===== config.mk =====
export PLATFORM = sky130hd
export DESIGN_NAME = scale_button_note_mapper
export DESIGN_NICKNAME = d
export VERILOG_FILES = /design/src/sv/sbnm_pkg.sv /design/src/sv/sbnm_cfg.sv /design/src/sv/sbnm_dp.sv /design/src/sv/sbnm_ctrl.sv /design/src/sv/scale_button_note_mapper.sv
export VERILOG_INCLUDE_DIRS = /design/src /design/src/sv
export SDC_FILE = /design/constraint.sdc
export NUM_CORES = 1
export LEC_CHECK = 0
export BUFFER_PORTS_ARGS = -buffer_cell sky130_fd_sc_hd__buf_4
export CAP_MARGIN = 40
export CORE_MARGIN = 4
export CORE_UTILIZATION = 40
export CTS_CLUSTER_DIAMETER = 120
export CTS_CLUSTER_SIZE = 30
export DETAILED_ROUTE_END_ITERATION = 7
export SLEW_MARGIN = 25
export SYNTH_ARGS = -nofsm -noshare
export SYNTH_HDL_FRONTEND = slang
export SYNTH_SLANG_ARGS = --single-unit

===== constraint.sdc =====
create_clock -name clk -period 11.6 [get_ports clk]
set_clock_uncertainty 0.1 [all_clocks]
set_input_delay 2.32 -clock clk [delete_from_list [all_inputs] [get_ports clk]]
set_output_delay 2.32 -clock clk [all_outputs]
set_load 0.05 [all_outputs]

===== src/sv/scale_button_note_mapper_assert.svh =====
// Assertion macros for the scale button note mapper datapath.
`ifndef SCALE_BUTTON_NOTE_MAPPER_ASSERT_SVH
`define SCALE_BUTTON_NOTE_MAPPER_ASSERT_SVH

// Checks a condition at every clock edge outside reset.
`define SBNM_ASSERT_ALWAYS(lbl, cond) \
  lbl: assert property (@(posedge clk) disable iff (!rst_n) (cond)) \
    else $error("sbnm: invariant violated");

// Checks a same-cycle implication.
`define SBNM_ASSERT_IMPL(lbl, ante, cons) \
  lbl: assert property (@(posedge clk) disable iff (!rst_n) (ante) |-> (cons)) \
    else $error("sbnm: implication violated");

// Checks a next-cycle implication.
`define SBNM_ASSERT_NEXT(lbl, ante, cons) \
  lbl: assert property (@(posedge clk) disable iff (!rst_n) (ante) |=> (cons)) \
    else $error("sbnm: next-cycle implication violated");

`endif


===== src/sv/sbnm_pkg.sv =====
// Types, constants and helper functions of the scale button note mapper.
package sbnm_pkg;

  localparam int NOTE_BUTTONS = 12;
  localparam int IDX_W        = $clog2(NOTE_BUTTONS);

  localparam int CFG_AW = 5;
  localparam int CFG_DW = 32;

  // Register indexes on the configuration port.
  localparam logic [2:0] REG_FIRST_BUTTON = 3'd0;
  localparam logic [2:0] REG_KEY_MODE     = 3'd1;
  localparam logic [2:0] REG_LOWEST_MODE  = 3'd2;
  localparam logic [2:0] REG_SHIFT_X      = 3'd3;
  localparam logic [2:0] REG_SHIFT_Y      = 3'd4;

  localparam logic [6:0] RST_FIRST_BUTTON = 7'd64;
  localparam logic [6:0] RST_KEY_MODE     = 7'd63;
  localparam logic [6:0] RST_LOWEST_MODE  = 7'd62;
  localparam logic [6:0] RST_SHIFT_X      = 7'd18;
  localparam logic [6:0] RST_SHIFT_Y      = 7'd19;

  // Input actions.
  localparam logic [1:0] ACT_NOTE_ON  = 2'd0;
  localparam logic [1:0] ACT_NOTE_OFF = 2'd1;
  localparam logic [1:0] ACT_CTRL     = 2'd2;

  // Joystick positions.
  localparam logic [1:0] POS_CENTRE = 2'd0;
  localparam logic [1:0] POS_UP     = 2'd1;
  localparam logic [1:0] POS_DOWN   = 2'd2;

  // Item classes reported by the datapath.
  localparam logic [2:0] CLS_NONE     = 3'd0;
  localparam logic [2:0] CLS_BUTTON   = 3'd1;
  localparam logic [2:0] CLS_KEY_NOTE = 3'd2;
  localparam logic [2:0] CLS_LOW_NOTE = 3'd3;
  localparam logic [2:0] CLS_STICK    = 3'd4;

  localparam logic [6:0] OCT_STEP    = 7'd12;
  localparam logic [6:0] OCT_MIN     = 7'd12;
  localparam logic [6:0] OCT_MAX     = 7'd96;
  localparam logic [6:0] OCT_RESET   = 7'd60;
  localparam logic [6:0] STICK_RESET = 7'd64;
  localparam logic [6:0] STICK_LO    = 7'd32;
  localparam logic [6:0] STICK_HI    = 7'd96;
  localparam logic [6:0] CENTRE_LO   = 7'd48;
  localparam logic [6:0] CENTRE_HI   = 7'd80;
  localparam logic [6:0] VEL_ON      = 7'd127;
  localparam logic [6:0] VEL_OFF     = 7'd0;
  localparam logic       KIND_OFF    = 1'b0;
  localparam logic       KIND_ON     = 1'b1;

  typedef struct packed {
    logic [1:0] action;
    logic [6:0] note_or_param;
    logic [6:0] value;
  } in_item_t;

  typedef struct packed {
    logic       out_kind;
    logic [6:0] out_note;
    logic [6:0] out_velocity;
    logic       last;
  } out_item_t;

  typedef struct packed {
    logic [6:0] first_button_note;
    logic [6:0] key_mode_note;
    logic [6:0] lowest_mode_note;
    logic [6:0] shift_x_controller;
    logic [6:0] shift_y_controller;
  } cfg_t;

  typedef struct packed {
    logic             load_item;
    logic             set_key;
    logic             set_lowest;
    logic             set_key_mode;
    logic             set_low_mode;
    logic             press;
    logic             release_btn;
    logic             stick_store;
    logic             y_apply;
    logic             x_apply;
    logic             rt_off;
    logic             rt_on;
    logic             flush;
    logic [IDX_W-1:0] idx;
  } dp_cmd_t;

  typedef struct packed {
    logic [2:0] cls;
    logic       pressed;
    logic       key_mode;
    logic       lowest_mode;
    logic       y_chg;
    logic       x_chg;
    logic       rt_hit;
    logic       emit_ok;
    logic       pend_valid;
    logic       out_free;
  } dp_sts_t;

  // Scale degree of each note button.
  function automatic logic [IDX_W-1:0] degree_of_button(input logic [IDX_W-1:0] b);
    logic [IDX_W-1:0] d;
    case (b)
      4'd0:    d = 4'd10;
      4'd1:    d = 4'd11;
      4'd2:    d = 4'd5;
      4'd3:    d = 4'd4;
      4'd4:    d = 4'd8;
      4'd5:    d = 4'd9;
      4'd6:    d = 4'd3;
      4'd7:    d = 4'd2;
      4'd8:    d = 4'd6;
      4'd9:    d = 4'd7;
      4'd10:   d = 4'd1;
      4'd11:   d = 4'd0;
      default: d = 4'd0;
    endcase
    return d;
  endfunction

endpackage


===== src/sv/sbnm_cfg.sv =====
// Configuration register file with its APB-style access port.
module sbnm_cfg import sbnm_pkg::*; (
  input  logic              clk,
  input  logic              rst_n,
  input  logic              psel,
  input  logic              penable,
  input  logic              pwrite,
  input  logic [CFG_AW-1:0] paddr,
  input  logic [CFG_DW-1:0] pwdata,
  output logic [CFG_DW-1:0] prdata,
  output cfg_t              cfg
);

  cfg_t       cfg_r;
  cfg_t       cfg_nxt;
  logic [2:0] reg_idx;
  logic       wr_en;
  logic [6:0] rd_val;

  assign reg_idx = paddr[CFG_AW-1:2];
  assign wr_en   = psel & penable & pwrite;

  always_comb begin
    cfg_nxt = cfg_r;
    if (wr_en) begin
      case (reg_idx)
        REG_FIRST_BUTTON: cfg_nxt.first_button_note  = pwdata[6:0];
        REG_KEY_MODE:     cfg_nxt.key_mode_note      = pwdata[6:0];
        REG_LOWEST_MODE:  cfg_nxt.lowest_mode_note   = pwdata[6:0];
        REG_SHIFT_X:      cfg_nxt.shift_x_controller = pwdata[6:0];
        REG_SHIFT_Y:      cfg_nxt.shift_y_controller = pwdata[6:0];
        default:          cfg_nxt = cfg_r;
      endcase
    end
  end

  always_comb begin
    case (reg_idx)
      REG_FIRST_BUTTON: rd_val = cfg_r.first_button_note;
      REG_KEY_MODE:     rd_val = cfg_r.key_mode_note;
      REG_LOWEST_MODE:  rd_val = cfg_r.lowest_mode_note;
      REG_SHIFT_X:      rd_val = cfg_r.shift_x_controller;
      REG_SHIFT_Y:      rd_val = cfg_r.shift_y_controller;
      default:          rd_val = 7'd0;
    endcase
  end

  assign prdata = {{(CFG_DW-7){1'b0}}, rd_val};
  assign cfg    = cfg_r;

  always_ff @(posedge clk) begin
    if (!rst_n) begin
      cfg_r.first_button_note  <= RST_FIRST_BUTTON;
      cfg_r.key_mode_note      <= RST_KEY_MODE;
      cfg_r.lowest_mode_note   <= RST_LOWEST_MODE;
      cfg_r.shift_x_controller <= RST_SHIFT_X;
      cfg_r.shift_y_controller <= RST_SHIFT_Y;
    end else begin
      cfg_r <= cfg_nxt;
    end
  end

endmodule


===== src/sv/sbnm_dp.sv =====
// Datapath: mapper state, pitch arithmetic and the result pipeline.
`include "scale_button_note_mapper_assert.svh"

module sbnm_dp import sbnm_pkg::*; (
  input  logic      clk,
  input  logic      rst_n,
  input  cfg_t      cfg,
  input  in_item_t  in_data,
  input  dp_cmd_t   cmd,
  output dp_sts_t   sts,
  input  logic      out_stall,
  output logic      out_valid,
  output out_item_t out_data
);

  in_item_t         item_r;
  logic             held_valid_r [NOTE_BUTTONS];
  logic [6:0]       held_note_r  [NOTE_BUTTONS];
  logic [IDX_W-1:0] key_offset_r, key_offset_nxt;
  logic [IDX_W-1:0] lowest_degree_r, lowest_degree_nxt;
  logic [6:0]       octave_base_r, octave_base_nxt;
  logic             key_mode_r, key_mode_nxt;
  logic             lowest_mode_r, lowest_mode_nxt;
  logic [1:0]       shift_x_r, shift_x_nxt;
  logic [1:0]       shift_y_r, shift_y_nxt;
  logic [6:0]       stick_x_r, stick_x_nxt;
  logic [6:0]       stick_y_r, stick_y_nxt;
  out_item_t        pend_r, pend_nxt;
  logic             pend_valid_r, pend_valid_nxt;
  out_item_t        out_r, out_nxt;
  logic             out_valid_r, out_valid_nxt;

  logic [7:0]       btn_diff;
  logic             in_range;
  logic [IDX_W-1:0] btn_deg;
  logic             pressed;
  logic [6:0]       p_btn;
  logic [6:0]       p_rt;
  logic [1:0]       y_tgt, x_tgt;
  logic             y_chg, x_chg;
  logic [6:0]       oct_up, oct_dn;
  logic             emit;
  out_item_t        new_item;
  logic             out_free;

  function automatic logic [6:0] pitch_of(input logic [6:0] oct, input logic [IDX_W-1:0] key,
                                          input logic [IDX_W-1:0] low,
                                          input logic [IDX_W-1:0] d);
    logic [7:0] s;
    s = {1'b0, oct} + 8'(key) + 8'(d);
    if (d < low) s = s - 8'(OCT_STEP);
    return s[6:0];
  endfunction

  function automatic logic [1:0] stick_target(input logic [6:0] v, input logic [1:0] cur);
    logic [1:0] t;
    if (v < STICK_LO)                        t = POS_DOWN;
    else if (v > STICK_HI)                   t = POS_UP;
    else if (v > CENTRE_LO && v < CENTRE_HI) t = POS_CENTRE;
    else                                     t = cur;
    return t;
  endfunction

  // Button decode against the configured range.
  assign btn_diff = {1'b0, item_r.note_or_param} - {1'b0, cfg.first_button_note};
  assign in_range = (item_r.note_or_param >= cfg.first_button_note) &&
                    (btn_diff < 8'(NOTE_BUTTONS));
  assign btn_deg  = degree_of_button(btn_diff[IDX_W-1:0]);
  assign pressed  = (item_r.action == ACT_NOTE_ON) && (item_r.value != 7'd0);

  assign p_btn = pitch_of(octave_base_r, key_offset_r, lowest_degree_r, btn_deg);
  assign p_rt  = pitch_of(octave_base_r, key_offset_r, lowest_degree_r, cmd.idx);

  assign oct_up = (octave_base_r + OCT_STEP > OCT_MAX) ? OCT_MAX : octave_base_r + OCT_STEP;
  assign oct_dn = (octave_base_r < OCT_MIN + OCT_STEP) ? OCT_MIN : octave_base_r - OCT_STEP;

  assign y_tgt = stick_target(stick_y_r, shift_y_r);
  assign x_tgt = stick_target(stick_x_r, shift_x_r);
  assign y_chg = (y_tgt != POS_CENTRE) && (y_tgt != shift_y_r);
  assign x_chg = (x_tgt != shift_x_r);

  assign out_free = !out_valid_r || !out_stall;

  always_comb begin
    sts.cls = CLS_NONE;
    if (item_r.action == ACT_NOTE_ON || item_r.action == ACT_NOTE_OFF) begin
      if (in_range)                                        sts.cls = CLS_BUTTON;
      else if (item_r.note_or_param == cfg.key_mode_note)    sts.cls = CLS_KEY_NOTE;
      else if (item_r.note_or_param == cfg.lowest_mode_note) sts.cls = CLS_LOW_NOTE;
    end else if (item_r.action == ACT_CTRL) begin
      if (item_r.note_or_param == cfg.shift_x_controller ||
          item_r.note_or_param == cfg.shift_y_controller) sts.cls = CLS_STICK;
    end
    sts.pressed     = pressed;
    sts.key_mode    = key_mode_r;
    sts.lowest_mode = lowest_mode_r;
    sts.y_chg       = y_chg;
    sts.x_chg       = x_chg;
    sts.rt_hit      = held_valid_r[cmd.idx] && (held_note_r[cmd.idx] != p_rt);
    sts.emit_ok     = !pend_valid_r || out_free;
    sts.pend_valid  = pend_valid_r;
    sts.out_free    = out_free;
  end

  // Settings, octave and joystick state.
  always_comb begin
    key_offset_nxt    = key_offset_r;
    lowest_degree_nxt = lowest_degree_r;
    key_mode_nxt      = key_mode_r;
    lowest_mode_nxt   = lowest_mode_r;
    octave_base_nxt   = octave_base_r;
    shift_x_nxt       = shift_x_r;
    shift_y_nxt       = shift_y_r;
    stick_x_nxt       = stick_x_r;
    stick_y_nxt       = stick_y_r;
    if (cmd.set_key)      key_offset_nxt    = btn_deg;
    if (cmd.set_lowest)   lowest_degree_nxt = btn_deg;
    if (cmd.set_key_mode) key_mode_nxt      = pressed;
    if (cmd.set_low_mode) lowest_mode_nxt   = pressed;
    if (cmd.stick_store) begin
      if (item_r.note_or_param == cfg.shift_x_controller) stick_x_nxt = item_r.value;
      else                                                stick_y_nxt = item_r.value;
    end
    if (cmd.y_apply) begin
      shift_y_nxt = y_tgt;
      if (y_chg) octave_base_nxt = (y_tgt == POS_UP) ? oct_up : oct_dn;
    end
    if (cmd.x_apply) begin
      shift_x_nxt = x_tgt;
      if (x_chg) begin
        case (x_tgt)
          POS_UP:     octave_base_nxt = oct_up;
          POS_DOWN:   octave_base_nxt = oct_dn;
          POS_CENTRE: octave_base_nxt = (shift_x_r == POS_UP) ? oct_dn : oct_up;
          default:    octave_base_nxt = octave_base_r;
        endcase
      end
    end
  end

  // Result selection, then a one-deep pending slot ahead of the output register.
  // The pending slot lets the last result of a transaction be marked once it is known.
  assign emit = cmd.press | cmd.release_btn | cmd.rt_off | cmd.rt_on;

  always_comb begin
    new_item.last = 1'b0;
    if (cmd.press) begin
      new_item.out_kind = KIND_ON;
      new_item.out_note = p_btn;
    end else if (cmd.release_btn) begin
      new_item.out_kind = KIND_OFF;
      new_item.out_note = held_valid_r[btn_deg] ? held_note_r[btn_deg] : p_btn;
    end else if (cmd.rt_off) begin
      new_item.out_kind = KIND_OFF;
      new_item.out_note = held_note_r[cmd.idx];
    end else begin
      new_item.out_kind = KIND_ON;
      new_item.out_note = p_rt;
    end
    new_item.out_velocity = new_item.out_kind ? VEL_ON : VEL_OFF;
  end

  always_comb begin
    pend_nxt       = pend_r;
    pend_valid_nxt = pend_valid_r;
    out_nxt        = out_r;
    out_valid_nxt  = out_valid_r && out_stall;
    if (emit) begin
      if (pend_valid_r) begin
        out_nxt       = pend_r;
        out_valid_nxt = 1'b1;
      end
      pend_nxt       = new_item;
      pend_valid_nxt = 1'b1;
    end else if (cmd.flush && pend_valid_r && out_free) begin
      out_nxt        = pend_r;
      out_nxt.last   = 1'b1;
      out_valid_nxt  = 1'b1;
      pend_valid_nxt = 1'b0;
    end
  end

  assign out_valid = out_valid_r;
  assign out_data  = out_r;

  always_ff @(posedge clk) begin
    if (cmd.load_item) item_r <= in_data;
    pend_r <= pend_nxt;
    out_r  <= out_nxt;
    if (cmd.press)  held_note_r[btn_deg] <= p_btn;
    if (cmd.rt_on)  held_note_r[cmd.idx] <= p_rt;
  end

  always_ff @(posedge clk) begin
    if (!rst_n) begin
      for (int i = 0; i < NOTE_BUTTONS; i++) held_valid_r[i] <= 1'b0;
      key_offset_r    <= '0;
      lowest_degree_r <= '0;
      octave_base_r   <= OCT_RESET;
      key_mode_r      <= 1'b0;
      lowest_mode_r   <= 1'b0;
      shift_x_r       <= POS_CENTRE;
      shift_y_r       <= POS_CENTRE;
      stick_x_r       <= STICK_RESET;
      stick_y_r       <= STICK_RESET;
      pend_valid_r    <= 1'b0;
      out_valid_r     <= 1'b0;
    end else begin
      if (cmd.press)       held_valid_r[btn_deg] <= 1'b1;
      if (cmd.release_btn) held_valid_r[btn_deg] <= 1'b0;
      key_offset_r    <= key_offset_nxt;
      lowest_degree_r <= lowest_degree_nxt;
      octave_base_r   <= octave_base_nxt;
      key_mode_r      <= key_mode_nxt;
      lowest_mode_r   <= lowest_mode_nxt;
      shift_x_r       <= shift_x_nxt;
      shift_y_r       <= shift_y_nxt;
      stick_x_r       <= stick_x_nxt;
      stick_y_r       <= stick_y_nxt;
      pend_valid_r    <= pend_valid_nxt;
      out_valid_r     <= out_valid_nxt;
    end
  end

  `SBNM_ASSERT_ALWAYS(a_octave_range, octave_base_r >= OCT_MIN && octave_base_r <= OCT_MAX)
  `SBNM_ASSERT_ALWAYS(a_key_range, key_offset_r < 4'(NOTE_BUTTONS))
  `SBNM_ASSERT_ALWAYS(a_lowest_range, lowest_degree_r < 4'(NOTE_BUTTONS))
  `SBNM_ASSERT_IMPL(a_emit_has_room, emit && pend_valid_r, out_free)
  `SBNM_ASSERT_NEXT(a_flush_drains, cmd.flush && out_free && !emit, !pend_valid_r)

endmodule


===== src/sv/sbnm_ctrl.sv =====
// Controller: sequences decode, joystick handling and the retune sweep.
module sbnm_ctrl import sbnm_pkg::*; (
  input  logic    clk,
  input  logic    rst_n,
  input  logic    in_valid,
  output logic    in_stall,
  input  dp_sts_t sts,
  output dp_cmd_t cmd
);

  localparam logic [2:0] ST_IDLE     = 3'd0;
  localparam logic [2:0] ST_DECODE   = 3'd1;
  localparam logic [2:0] ST_STICK_Y  = 3'd2;
  localparam logic [2:0] ST_STICK_X  = 3'd3;
  localparam logic [2:0] ST_RT_CHECK = 3'd4;
  localparam logic [2:0] ST_RT_ON    = 3'd5;
  localparam logic [2:0] ST_FINISH   = 3'd6;

  logic [2:0]       state_r, state_nxt;
  logic [IDX_W-1:0] cnt_r, cnt_nxt;
  logic             ret_x_r, ret_x_nxt;
  logic             cnt_end;
  logic [2:0]       ret_state;

  assign cnt_end   = (cnt_r == IDX_W'(NOTE_BUTTONS - 1));
  assign ret_state = ret_x_r ? ST_STICK_X : ST_FINISH;
  assign in_stall  = (state_r != ST_IDLE);

  always_comb begin
    state_nxt = state_r;
    cnt_nxt   = cnt_r;
    ret_x_nxt = ret_x_r;
    cmd       = '0;
    cmd.idx   = cnt_r;
    case (state_r)
      ST_IDLE: begin
        if (in_valid) begin
          cmd.load_item = 1'b1;
          state_nxt     = ST_DECODE;
        end
      end
      ST_DECODE: begin
        case (sts.cls)
          CLS_BUTTON: begin
            if (sts.key_mode || sts.lowest_mode) begin
              state_nxt = ST_FINISH;
              if (sts.pressed) begin
                cmd.set_key    = sts.key_mode;
                cmd.set_lowest = !sts.key_mode;
                cnt_nxt        = '0;
                ret_x_nxt      = 1'b0;
                state_nxt      = ST_RT_CHECK;
              end
            end else if (sts.emit_ok) begin
              cmd.press       = sts.pressed;
              cmd.release_btn = !sts.pressed;
              state_nxt       = ST_FINISH;
            end
          end
          CLS_KEY_NOTE: begin
            cmd.set_key_mode = 1'b1;
            state_nxt        = ST_FINISH;
          end
          CLS_LOW_NOTE: begin
            cmd.set_low_mode = 1'b1;
            state_nxt        = ST_FINISH;
          end
          CLS_STICK: begin
            cmd.stick_store = 1'b1;
            state_nxt       = ST_STICK_Y;
          end
          default: state_nxt = ST_FINISH;
        endcase
      end
      ST_STICK_Y: begin
        cmd.y_apply = 1'b1;
        if (sts.y_chg) begin
          cnt_nxt   = '0;
          ret_x_nxt = 1'b1;
          state_nxt = ST_RT_CHECK;
        end else begin
          state_nxt = ST_STICK_X;
        end
      end
      ST_STICK_X: begin
        cmd.x_apply = 1'b1;
        if (sts.x_chg) begin
          cnt_nxt   = '0;
          ret_x_nxt = 1'b0;
          state_nxt = ST_RT_CHECK;
        end else begin
          state_nxt = ST_FINISH;
        end
      end
      ST_RT_CHECK: begin
        if (sts.rt_hit) begin
          if (sts.emit_ok) begin
            cmd.rt_off = 1'b1;
            state_nxt  = ST_RT_ON;
          end
        end else if (cnt_end) begin
          state_nxt = ret_state;
        end else begin
          cnt_nxt = cnt_r + 1'b1;
        end
      end
      ST_RT_ON: begin
        if (sts.emit_ok) begin
          cmd.rt_on = 1'b1;
          if (cnt_end) begin
            state_nxt = ret_state;
          end else begin
            cnt_nxt   = cnt_r + 1'b1;
            state_nxt = ST_RT_CHECK;
          end
        end
      end
      ST_FINISH: begin
        cmd.flush = 1'b1;
        if (!sts.pend_valid || sts.out_free) state_nxt = ST_IDLE;
      end
      default: state_nxt = ST_IDLE;
    endcase
  end

  always_ff @(posedge clk) begin
    if (!rst_n) begin
      state_r <= ST_IDLE;
      cnt_r   <= '0;
      ret_x_r <= 1'b0;
    end else begin
      state_r <= state_nxt;
      cnt_r   <= cnt_nxt;
      ret_x_r <= ret_x_nxt;
    end
  end

endmodule


===== src/sv/scale_button_note_mapper.sv =====
// Top level of the scale button note mapper.
//
//   Channel  Direction  Handshake          Payload
//   in_      input      in_valid/in_stall  in_item_t: action, note_or_param, value
//   out_     output     out_valid/out_stall out_item_t: out_kind, out_note, out_velocity, last
//   cfg_     input      APB-style write/read 32-bit data, five 7-bit registers at 4*i
//
// A transaction on the input that causes no retune steps through accept,
// decode and finish, plus a step per joystick axis for controller changes.
// A retune sweeps the twelve held entries one per cycle through the retune
// pitch adder, with an extra step for each held note that moved. Reset is
// synchronous and active low and clears the hold flags and all settings;
// held pitches are only read behind their hold flag, so no clearing pass is
// needed. A stall on the output holds the sweep whenever both the output
// register and the pending slot are full.
//
// Results of one transaction leave through a one-deep pending slot so the final
// result can carry last before it is presented. The next input transaction is
// taken only after the previous one has flushed its last result to the output
// register; the output register may still be waiting for the receiver then.
module scale_button_note_mapper import sbnm_pkg::*; (
  input  logic              clk,
  input  logic              rst_n,
  input  logic              in_valid,
  output logic              in_stall,
  input  in_item_t          in_data,
  output logic              out_valid,
  input  logic              out_stall,
  output out_item_t         out_data,
  input  logic              cfg_psel,
  input  logic              cfg_penable,
  input  logic              cfg_pwrite,
  input  logic [CFG_AW-1:0] cfg_paddr,
  input  logic [CFG_DW-1:0] cfg_pwdata,
  output logic [CFG_DW-1:0] cfg_prdata,
  output logic              cfg_pready
);

  cfg_t    cfg;
  dp_cmd_t cmd;
  dp_sts_t sts;

  // The register file always completes an access without wait states.
  assign cfg_pready = 1'b1;

  sbnm_cfg u_cfg (
    .clk     (clk),
    .rst_n   (rst_n),
    .psel    (cfg_psel),
    .penable (cfg_penable),
    .pwrite  (cfg_pwrite),
    .paddr   (cfg_paddr),
    .pwdata  (cfg_pwdata),
    .prdata  (cfg_prdata),
    .cfg     (cfg)
  );

  // The controller steps through each transaction and drives the datapath by command.
  sbnm_ctrl u_ctrl (
    .clk      (clk),
    .rst_n    (rst_n),
    .in_valid (in_valid),
    .in_stall (in_stall),
    .sts      (sts),
    .cmd      (cmd)
  );

  // The datapath holds the notes, settings and joystick state and builds the results.
  sbnm_dp u_dp (
    .clk       (clk),
    .rst_n     (rst_n),
    .cfg       (cfg),
    .in_data   (in_data),
    .cmd       (cmd),
    .sts       (sts),
    .out_stall (out_stall),
    .out_valid (out_valid),
    .out_data  (out_data)
  );

endmodule


==> impl_metrics.tcl <==
set metrics [dict create \
    vias 9931 \
    grt_antenna_before_repair 0 \
    worstReg2RegStart "u_dp.item_r[10]" \
    min_delay_path_depth 0 \
    worst_setup_path_startpoint "u_dp.item_r[10]" \
    maxSlewHeadroom 0.448 \
    post_synth_arst_share 0 \
    cts_root_buffer "sky130_fd_sc_hd__clkbuf_16" \
    clock_latency_ns 0.48 \
    outcome "complete, no violations" \
    dp_hpwl_microns 23000 \
    rsz0062_at_grt "false" \
    ctsLongestPathBuffers 3 \
    placement_rows 65 \
    antennaDiodeCount 0 \
    yosys.area.top_type_share 0.282 \
    io_pins 111 \
    design.die.area_sq_um 35100 \
    n_fill_cell 2984 \
    total_leakage_power_nw 5.21 \
    wirelength_microns 32600 \
    cell_count_after_synthesis 1317 \
    path_clk_slew_ns 0.11 \
    yosys_register_bits 217 \
    grt-ovfl-total 0 \
    worstMarginPinSlew_ns 0.824 \
    power-per-cell-area_nw_per_um2 171 \
    post_route_ant_nets 0 \
    number_of_h_tree_levels 1 \
    synth.yosys.seq_area_share 0.431 \
    finalInstanceArea_sq_um 13900 \
    viasPerCell 5.71 \
    placedInstanceArea_sq_um 13500 \
    drt_pass1_iterations 5 \
    yosysUniqueCellTypes 92 \
    p_total_w 0.00238 \
    post-synth-top-area-cell "sky130_fd_sc_hd__edfxtp_1" \
    post_cts_resize_count 0 \
    cts_hold_repair.buffers 0 \
    placement.io_buffers 57 \
    nets 1432 \
    area_delta_synth_final_pct 7.90 \
    grt_max_degree 53 \
    layout_worst_path_cycle_share 0.505 \
    initial_utilization 0.407 \
    cts_tree "yes" \
    setup.worst_path.end_class "flop" \
    detail_route.drc_violations 0 \
    synth.avg_cell_area_sq_um 9.78 \
    grt_pass1_wl_microns 51600 \
    synth_area_sq_um 12900 \
    routedWlPerCell_microns 18.7 \
    report.final.slew_viol_count 0 \
    timing.critical_path.from_type "flop" \
    cts_post_setup_buffers_inserted 0 \
    min-delay-path-class "reg2reg" \
    drtIter0Drc 717 \
    final.min_clock_period_ns 5.86 \
    number_of_global_route_vias_before_repair 9474 \
    placed_cells 1715 \
    number_of_hold_slack_violations_in_the_final_timing_report 0 \
    synth_enable_flop_cells 121 \
    cts_inserted_buffers 11 \
    drive_above_1_share 0.118 \
    fin_tns_setup_ns 0 \
    crit_arrival_ns 5.99 \
    critical_path_class "reg2reg" \
    synth.yosys.warnings 0 \
    finalSetupViolCount 0 \
    cts.sink_count 217 \
    hold_path.startpoint "u_dp.pend_r[12]" \
    global_route.usage.total 0.178 \
    area_of_the_core_region_sq_um 31600 \
    synth_ff_type "sky130_fd_sc_hd__edfxtp_1" \
    achievable-frequency_ghz 0.171 \
    die_h_microns 187 \
    crit_path_max_fanout 36 \
    replace_congestion 0.849 \
    critical_path_required_ns 11.74 \
    irDropWorstVdd_mv 0.0793 \
    worstRegToRegCells 16 \
    netlist_top_cells_area "sky130_fd_sc_hd__edfxtp_1, sky130_fd_sc_hd__dfxtp_1, sky130_fd_sc_hd__mux2i_1" \
    finalNonFillerCells 1740 \
    layout_common_cells "sky130_fd_sc_hd__nand2_1, sky130_fd_sc_hd__edfxtp_1, sky130_fd_sc_hd__nor2_1" \
    max_cap_violations 0 \
    die_w_microns 187 \
    layout_commonest_cell "sky130_fd_sc_hd__nand2_1" \
]
==> per-layer routing <==
layer,wire length [microns],track usage,part of all wire,vias to the layer above
met2,15500,0.302,0.48,278
met5,0,0,0,-
met4,498,0.0373,0.015,0
met1,14800,0.249,0.46,4821
met3,1750,0.0202,0.054,29
li1,-,-,-,4803
==> stage by stage <==
step	utilization	setup slack, ns	hold WS, ns
floorplan	-	5.09	0.300
CTS	0.437	5.51	0.328
global route	0.439	5.48	0.333
global placement	0.425	5.72	0.303
finish	0.439	5.74	0.327
detailed placement	0.427	5.59	0.307
==> logic make-up (layout without fill, tap and decap cells) <==
logic type | Yosys count | in the layout | share of synthesized area
adders and majority gates | 39 | 39 | 0.0400
and+or+nand+nor | 450 | 450 | 0.162
xor gates and xnor gates | 61 | 61 | 0.0426
muxes | 129 | 129 | 0.126
AOI/OAI and AO/OA | 261 | 261 | 0.139
DFF | 217 | 217 | 0.431
other | 2 | 26 | 0.000583
buffers and inverters | 158 | 155 | 0.0587
==> cells in the mapped netlist (all sizes together) (6+ instances only) <==
master  number
a211oi      14
a21o        10
a21oi       70
a31oi       15
and3         9
buf         48
clkbuf      63
dfxtp       96
edfxtp     121
ha          34
inv         46
mux2         7
mux2i       97
mux4        25
nand2      159
nand2b      12
nand3       72
nand4       13
nor2       115
nor2b       11
nor3        20
nor4         9
o211ai      18
o21ai       36
o221ai       8
o22ai       10
o311ai       7
o31ai       13
o41ai        6
or3          7
or4          8
xnor2       42
xor2        18
==> sequential cells by signal (all words and copies together), names as in the netlist, named ones only <==
signal and cells:
u_dp.key_mode_r 1, u_dp.shift_x_r 2, u_dp.key_offset_r 4, u_dp.stick_y_r 7, u_dp.lowest_degree_r 4, u_dp.octave_base_r 7, u_dp.out_data 9, u_dp.shift_y_r 2
u_dp.item_r 16, u_ctrl.state_r 3, u_dp.held_valid_r 16, u_dp.held_note_r 84, u_dp.lowest_mode_r 1, u_dp.stick_x_r 7, u_dp.out_valid 1, u_dp.pend_r 8
u_ctrl.cnt_r 4, u_ctrl.ret_x_r 1, u_cfg.cfg 35, u_dp.pend_valid_r 1
==> critical path, stage by stage, from the launching register on <==
cell and delay, ns:
sky130_fd_sc_hd__edfxtp_1 0.54, sky130_fd_sc_hd__ha_1 0.46, sky130_fd_sc_hd__or4_1 0.54, sky130_fd_sc_hd__a41oi_1 0.59
sky130_fd_sc_hd__nand2_1 0.11, sky130_fd_sc_hd__buf_4 0.27, sky130_fd_sc_hd__inv_2 0.63, sky130_fd_sc_hd__ha_1 0.30
sky130_fd_sc_hd__inv_1 0.06, sky130_fd_sc_hd__fa_1 0.40, sky130_fd_sc_hd__xnor2_1 0.22, sky130_fd_sc_hd__a221o_1 0.35
sky130_fd_sc_hd__a21oi_1 0.14, sky130_fd_sc_hd__a21oi_1 0.07, sky130_fd_sc_hd__xnor2_1 0.34, sky130_fd_sc_hd__mux2i_1 0.15
sky130_fd_sc_hd__o21ai_0 0.34
==> report_power, final <==
group | internal [W] | switching (W)
registers | 0.000942 | 0.0000440
logic | 0.000314 | 0.000653
clock network | 0.000183 | 0.000246
total | 0.00144 | 0.000944
==> final cells by class <==
cell class | instances | area (sq um) | area share
clock buffers | 15 | 290 | 0.0209
inverters | 47 | 176 | 0.0127
flip-flops and latches | 217 | 5560 | 0.400
well taps | 402 | 503 | 0.0362
repair buffers | 91 | 678 | 0.0488
multi-input cells | 966 | 6660 | 0.480
clock inverters | 2 | 27.5 | 0.00198
==> path summary, 6_finish.rpt <==
check	endpoint	slack, ns
max reg2reg	u_dp.pend_r[13]	5.74
max	u_dp.pend_r[13]	5.74
min	u_dp.out_data[12]	0.33
min reg2reg	u_dp.out_data[12]	0.33
(Power assumes the default switching activity.)
